`src/rtl/uart_rm_pkg.sv`:
```
// Shared types and constants for the UART register model.
`default_nettype none

package uart_rm_pkg;

    // Command codes
    localparam logic [1:0] CMD_READ  = 2'd0;
    localparam logic [1:0] CMD_WRITE = 2'd1;
    localparam logic [1:0] CMD_TICK  = 2'd2;

    // Register offsets
    localparam logic [2:0] REG_DATA = 3'd0;
    localparam logic [2:0] REG_IER  = 3'd1;
    localparam logic [2:0] REG_IIR  = 3'd2;
    localparam logic [2:0] REG_LCR  = 3'd3;
    localparam logic [2:0] REG_MCR  = 3'd4;
    localparam logic [2:0] REG_LSR  = 3'd5;
    localparam logic [2:0] REG_MSR  = 3'd6;
    localparam logic [2:0] REG_SCR  = 3'd7;

    // Register bit masks
    localparam logic [7:0] LSR_RESET  = 8'h60;
    localparam logic [7:0] LSR_THRE   = 8'h60;
    localparam logic [7:0] LSR_DR     = 8'h01;
    localparam logic [7:0] IIR_NOPEND = 8'h01;
    localparam logic [7:0] IIR_TXE    = 8'h02;
    localparam logic [7:0] IIR_RX     = 8'h04;
    localparam logic [7:0] IER_RX     = 8'h01;
    localparam logic [7:0] IER_TX     = 8'h02;

    // One bus access or poll tick
    typedef struct packed {
        logic [1:0] command;
        logic [2:0] offset;
        logic [7:0] write_data;
        logic       rx_valid;
        logic [7:0] rx_byte;
        logic       cpu_int_enable;
    } t_req;

    // Result of one request
    typedef struct packed {
        logic [7:0] read_data;
        logic       tx_valid;
        logic [7:0] tx_byte;
        logic       irq_raise;
        logic       irq_level;
    } t_rsp;

endpackage

`default_nettype wire

```
`src/rtl/uart_rm_regs.sv`:
```
// UART register file with its read, write and poll-tick update logic.
`default_nettype none

module uart_rm_regs import uart_rm_pkg::*; (
    input  wire  i_clk,
    input  wire  i_rst_n,
    input  wire  i_en,
    input  t_req i_req,
    output t_rsp o_rsp
);

    logic [7:0] r_data, r_ier, r_iir, r_lcr, r_mcr, r_lsr, r_msr, r_scr;
    logic       r_pending;
    logic [7:0] n_data, n_ier, n_iir, n_lcr, n_mcr, n_lsr, n_msr, n_scr;
    logic       n_pending;

    // Next register values and the result for the current request
    always_comb begin
        n_data    = r_data;
        n_ier     = r_ier;
        n_iir     = r_iir;
        n_lcr     = r_lcr;
        n_mcr     = r_mcr;
        n_lsr     = r_lsr;
        n_msr     = r_msr;
        n_scr     = r_scr;
        n_pending = r_pending;
        o_rsp     = '0;

        unique case (i_req.command)
            CMD_READ: begin
                unique case (i_req.offset)
                    REG_DATA: begin
                        // Receive read clears data-ready and the receive cause
                        n_pending = 1'b0;
                        n_iir     = (r_iir & ~IIR_RX) | IIR_NOPEND;
                        n_lsr     = r_lsr & ~LSR_DR;
                        o_rsp.read_data = r_data;
                    end
                    REG_IER: o_rsp.read_data = r_ier;
                    REG_IIR: o_rsp.read_data = r_iir;
                    REG_LCR: o_rsp.read_data = r_lcr;
                    REG_MCR: o_rsp.read_data = r_mcr;
                    REG_LSR: o_rsp.read_data = r_lsr;
                    REG_MSR: o_rsp.read_data = r_msr;
                    REG_SCR: o_rsp.read_data = r_scr;
                    default: o_rsp.read_data = r_scr;
                endcase
            end
            CMD_WRITE: begin
                unique case (i_req.offset)
                    REG_DATA: begin
                        // Transmit: byte goes out, transmit-empty drops
                        n_data    = i_req.write_data;
                        n_iir     = (r_iir & ~IIR_TXE) | IIR_NOPEND;
                        n_lsr     = r_lsr & ~LSR_THRE;
                        n_pending = 1'b0;
                        o_rsp.tx_valid = 1'b1;
                        o_rsp.tx_byte  = i_req.write_data;
                    end
                    REG_IER: n_ier = i_req.write_data;
                    REG_IIR: n_iir = i_req.write_data;
                    REG_LCR: n_lcr = i_req.write_data;
                    REG_MCR: n_mcr = i_req.write_data;
                    REG_LSR: n_lsr = i_req.write_data;
                    REG_MSR: n_msr = i_req.write_data;
                    REG_SCR: n_scr = i_req.write_data;
                    default: n_scr = i_req.write_data;
                endcase
            end
            CMD_TICK: begin
                // Ticks do nothing while an interrupt is pending
                if (!r_pending) begin
                    if (i_req.rx_valid) begin
                        n_data = i_req.rx_byte;
                        n_lsr  = n_lsr | LSR_DR;
                        n_iir  = n_iir | IIR_RX;
                    end
                    if (i_req.cpu_int_enable) begin
                        if (((r_ier & IER_RX) != '0) && ((n_iir & IIR_RX) != '0)) begin
                            n_iir     = n_iir & ~IIR_NOPEND;
                            n_pending = 1'b1;
                            o_rsp.irq_raise = 1'b1;
                        end
                        if ((r_ier & IER_TX) != '0) begin
                            n_iir     = (n_iir | IIR_TXE) & ~IIR_NOPEND;
                            n_lsr     = n_lsr | LSR_THRE;
                            n_pending = 1'b1;
                            o_rsp.irq_raise = 1'b1;
                        end
                    end
                end
            end
            default: begin
                // unused command code: no state change
            end
        endcase

        o_rsp.irq_level = n_pending;
    end

    // State update when the request moves to the result register
    always_ff @(posedge i_clk) begin
        if (!i_rst_n) begin
            r_data    <= '0;
            r_ier     <= '0;
            r_iir     <= '0;
            r_lcr     <= '0;
            r_mcr     <= '0;
            r_lsr     <= LSR_RESET;
            r_msr     <= '0;
            r_scr     <= '0;
            r_pending <= 1'b0;
        end else if (i_en) begin
            r_data    <= n_data;
            r_ier     <= n_ier;
            r_iir     <= n_iir;
            r_lcr     <= n_lcr;
            r_mcr     <= n_mcr;
            r_lsr     <= n_lsr;
            r_msr     <= n_msr;
            r_scr     <= n_scr;
            r_pending <= n_pending;
        end
    end

    // A transmit write always leaves the transmit-empty bits clear
    a_tx_clears_thre: assert property (@(posedge i_clk) disable iff (!i_rst_n)
        i_en && i_req.command == CMD_WRITE && i_req.offset == REG_DATA
        |=> (r_lsr & LSR_THRE) == '0 && !r_pending)
        else $error("transmit write left THRE or pending set");

    // A receive read drops data-ready and the pending interrupt
    a_rx_read_clears: assert property (@(posedge i_clk) disable iff (!i_rst_n)
        i_en && i_req.command == CMD_READ && i_req.offset == REG_DATA
        |=> (r_lsr & LSR_DR) == '0 && !r_pending)
        else $error("receive read left DR or pending set");

    // A tick while pending must not latch a received byte
    a_pending_blocks_rx: assert property (@(posedge i_clk) disable iff (!i_rst_n)
        i_en && i_req.command == CMD_TICK && r_pending |=> $stable(r_data))
        else $error("received byte latched while interrupt pending");

    // Only a tick can raise the pending interrupt
    a_pending_from_tick: assert property (@(posedge i_clk) disable iff (!i_rst_n)
        i_en && !r_pending && n_pending |-> i_req.command == CMD_TICK)
        else $error("pending interrupt set by a non-tick request");

endmodule

`default_nettype wire

```
`config.mk`:
```
export PLATFORM = sky130hd
export DESIGN_NAME = uart_rm_regs
export DESIGN_NICKNAME = d
export VERILOG_FILES = /design/src/rtl/uart_rm_pkg.sv /design/src/rtl/uart_rm_regs.sv
export SDC_FILE = /design/constraint.sdc
export NUM_CORES = 1
export LEC_CHECK = 0
export BUFFER_PORTS_ARGS = -buffer_cell sky130_fd_sc_hd__buf_2
export CORE_MARGIN = 2
export CORE_UTILIZATION = 34
export CTS_CLUSTER_SIZE = 12
export DETAILED_ROUTE_END_ITERATION = 10
export PLACE_DENSITY = 0.48
export SLEW_MARGIN = 10
export SYNTH_ARGS = -nofsm -noshare
export SYNTH_HDL_FRONTEND = slang
export SYNTH_SLANG_ARGS = --single-unit
```
`constraint.sdc`:
```
create_clock -name i_clk -period 2.3 [get_ports i_clk]
set_clock_uncertainty 0.1 [all_clocks]
set_input_delay 0.46 -clock i_clk [delete_from_list [all_inputs] [get_ports i_clk]]
set_output_delay 0.46 -clock i_clk [all_outputs]
set_load 0.03 [all_outputs]
```
==> summary.md <==
| Metric | Value |
|---|---|
| Outcome | `completed` |
| Initial antenna violation count | `0` |
| Final GP Congestion | `0.8642` |
| Arrival time at the worst endpoint | `1.72 ns` |
| CTS Sinks | `65` |
| RSZ-0062 raised after global routing | `yes` |
| H-tree depth | `3` |
| Post-layout nets | `492` |
| Seq/Total Area, Yosys | `35.96%` |
| Tightest Pin Transition | `0.6548 ns` |
| R2R setup slack | `0.82 ns` |
| Largest net degree at the start of global routing | `32` |
| CP Class | `in -> out` |
| Final setup viols | `0` |
| Worst hold path class | `in -> reg` |
| Slowest CP cell | `a221oi_1` |
| CTS Hold Buffers Added | `0` |
| Final WL | `10760 um` |
| Most frequent cells in the layout | `dfxtp_1 (65), mux2i_1 (51), nor2b_1 (41), buf_4 (41), buf_2 (39)` |
| ANT nets after route | `0` |
| Via count | `3150` |
| Hold Vio Cnt, Final | `0` |
| TritonCTS Buffers | `9` |
| Peak VDD IR | `285.3 uV` |
| Delay-heaviest family, CP | `compound AO/OA/AOI/OAI gates` |
| Minimum clock period | `2.276 ns` |
| Post-Syn Area | `0.003618 sq mm` |
| R2R depth | `5` |
| Main synth FF type | `dfxtp_1` |
| Multi-input gate area | `0.002153 sq mm` |
| HPWL Detailed | `7968 um` |
| Fillers | `1055` |
| WP buf/inv | `3` |
| Post-Syn Nets | `437` |
| Vias in the first global route | `3139` |
| Critical Path Stages | `7` |
| Drt wl/cell | `17.84 um` |
| R2R Path Start | `r_ier[1]` |
| Max stage delay on crit path | `0.32 ns` |
| Layout area overhead | `22.51%` |
| Die width | `107.2 um` |
| Site Rows | `37` |
| Post-synthesis register bit count | `65` |
| Crit. Startpoint | `i_req[18]` |
| Global-route wire length before repair | `16960 um` |
| Remaining Overflow, GRT | `0` |
| Syn. warnings | `0` |
| Slew Limit Fails | `0` |
| PortBufs | `44` |
| CP Capture Point | `o_rsp[13]` |
| Die area | `0.01148 sq mm` |
| Total Routing Usage GR | `19.49%` |
| Post-synth cell types | `44` |
| Ant. Diodes | `0` |
| Drt first pass iters | `5` |
| Fmax achieved | `0.4394 GHz` |
| Bufs on Longest Clock Path | `2` |
| Iteration-0 DRC Markers | `147` |
| Worst path required time | `1.74 ns` |
| Critical-path cell list | `buf_2 > nor2b_2 > a22o_1 > a221oi_1 > buf_4 > nor2_1 > buf_2` |
| DR vias/cell | `5.224` |
| Core footprint | `0.01032 sq mm` |
| CP Capture Type | `output pin` |
| Syn_area_per_cell | `8.891 sq um` |
| Drt drc | `0` |
| Final WS setup | `0.02419 ns` |
| Chip height | `107.2 um` |
| Post-synth EDFFs | `0` |
| Max-capacitance violation count | `0` |
| Gate count after technology mapping | `407` |
| Share of cells above drive strength 1 | `25.91%` |
| Crit Reg-Reg Endpoint | `r_iir[0]` |
| Most common cell after layout, fill and taps aside | `dfxtp_1` |
| DP Worst Slack | `-0.02244 ns` |
| CP Launch Type | `primary input` |
| Reg area | `0.001301 sq mm` |
| Io pins | `45` |
| Clock latency on the worst-skew pair | `0.34 ns` |
| Effective utilization at floorplan | `35.05%` |
| CTS tree | `yes` |
| Root Buffer | `clkbuf_8` |
| CP max FO | `6` |
| PwrDens | `572.5 mW/mm^2` |
| Final period util | `98.95%` |
| Cell repeated most along the worst path | `buf_2` |
| Finished Core Util | `42.94%` |
| Ys async rst share | `0%` |
| Leak | `1.792 nW` |
| Worst-path clk slew | `0.08 ns` |
| Max_slew headroom | `55.89%` |
## per-stage QoR
step | hold slack (ns) | area [sq um] | TNS (ns) | std cells | power [mW]
after floorplan | 0.3333 | 3618 | 0 | 407 | 1.390
after global placement | 0.3458 | 4143 | -0.03459 | 586 | 1.518
after detailed placement | 0.3510 | 4143 | -0.04159 | 586 | 1.519
after CTS | 0.3462 | 4357 | 0 | 602 | 2.570
after global routing | 0.3668 | 4433 | -0.05134 | 603 | 2.652
final | 0.3620 | 4433 | 0 | 603 | 2.538
## final cells by class
cell class | count | share of cell area (%)
inverter | 11 | 0.9314
clock inverter | 6 | 1.609
multi-input combinational | 291 | 48.57
sequential | 65 | 29.35
clock buffer | 10 | 3.105
tap | 136 | 3.839
timing repair buffer | 84 | 12.59
## kinds of logic (layout without fill, tap and decap cells)
family	count (synthesis)	count (layout)	share of synthesized area [%]
adders and majority gates	4	4	1.383
AOI/OAI and AO/OA	104	104	20.95
buffers and inverters	51	111	6.362
and+or+nand+nor	128	128	19.99
DFF	65	65	35.96
muxes	55	55	15.35
## power by group
part | leakage, nW | total [mW] | internal (mW) | switching (mW)
sequential | 0.526 | 1.16 | 1.14 | 0.0112
clock | 0.0999 | 1.03 | 0.542 | 0.493
combinational | 1.17 | 0.347 | 0.144 | 0.204
total | 1.79 | 2.54 | 1.83 | 0.708
## cell usage after synthesis, types with 2 or more instances
cell type	n	share of area [%]
a31oi_1	2	0.35
and2_1	3	0.52
buf_2	7	0.97
nor3b_1	3	0.62
and3b_1	2	0.48
inv_1	11	1.1
o21ai_0	28	3.9
nand4_1	3	0.52
mux2_2	4	1.2
o211a_1	10	2.8
and3_1	7	1.2
clkbuf_1	25	2.6
buf_4	6	1.2
nand2b_1	9	1.6
ha_1	4	1.4
a21oi_1	16	2.2
a32oi_1	12	2.9
mux2i_1	51	14
nor2_1	12	1.2
o2bb2ai_1	4	0.97
a41oi_1	2	0.48
a21boi_0	9	1.9
a22o_1	4	0.97
dfxtp_1	65	36
nand2_1	29	3.0
nor2b_1	43	7.4
a221oi_1	12	2.9
nand3_1	8	1.1
## worst reg2reg max path, delay by kind of cell (launching register included)
| kind | cells | cell delay (ns) |
|---|---|---|
| flops | 1 | 0.42 |
| buf+inv | 1 | 0.16 |
| mux | 1 | 0.21 |
| compound gates | 1 | 0.23 |
| simple gates | 2 | 0.30 |
## metal layers
metal	part of all wire, %	routed length, um	up-vias	global-route usage [%]
met5	0	0	-	0
met4	1.3	136	0	5.659
met3	3.8	411	10	3.465
met2	48	5143	50	32.41
met1	47	5066	1514	25.75
li1	-	-	1576	-
## how the worst min path moves through the flow
| stage | from | endpoint | slack [ns] | depth (start not counted) |
|---|---|---|---|---|
| 6_report | i_req[13] | r_scr[3] | 0.36 | 3 |
| 5_1_grt | i_req[4] | r_data[3] | 0.37 | 4 |
| 4_1_cts | i_req[1] | r_data[0] | 0.35 | 4 |
| 3_5_place_dp | r_iir[3] | r_iir[3] | 0.35 | 2 |
| 3_3_place_gp | r_iir[3] | r_iir[3] | 0.35 | 2 |
| 2_1_floorplan | r_iir[7] | r_iir[7] | 0.33 | 2 |
## repair_timing
item | 4_1_cts | 5_1_grt
setup endpoints to repair | 5 | 9
resized for setup | 2 | 19
pin swaps | 0 | 2
buffers inserted | 0 | 1
## registers in the layout (all words and copies together) (netlist names)
name       count
r_pending      1
r_data         8
r_lcr          8
r_iir          8
r_msr          8
r_lsr          8
r_ier          8
r_mcr          8
r_scr          8
Power figures use the tool's default switching activity.
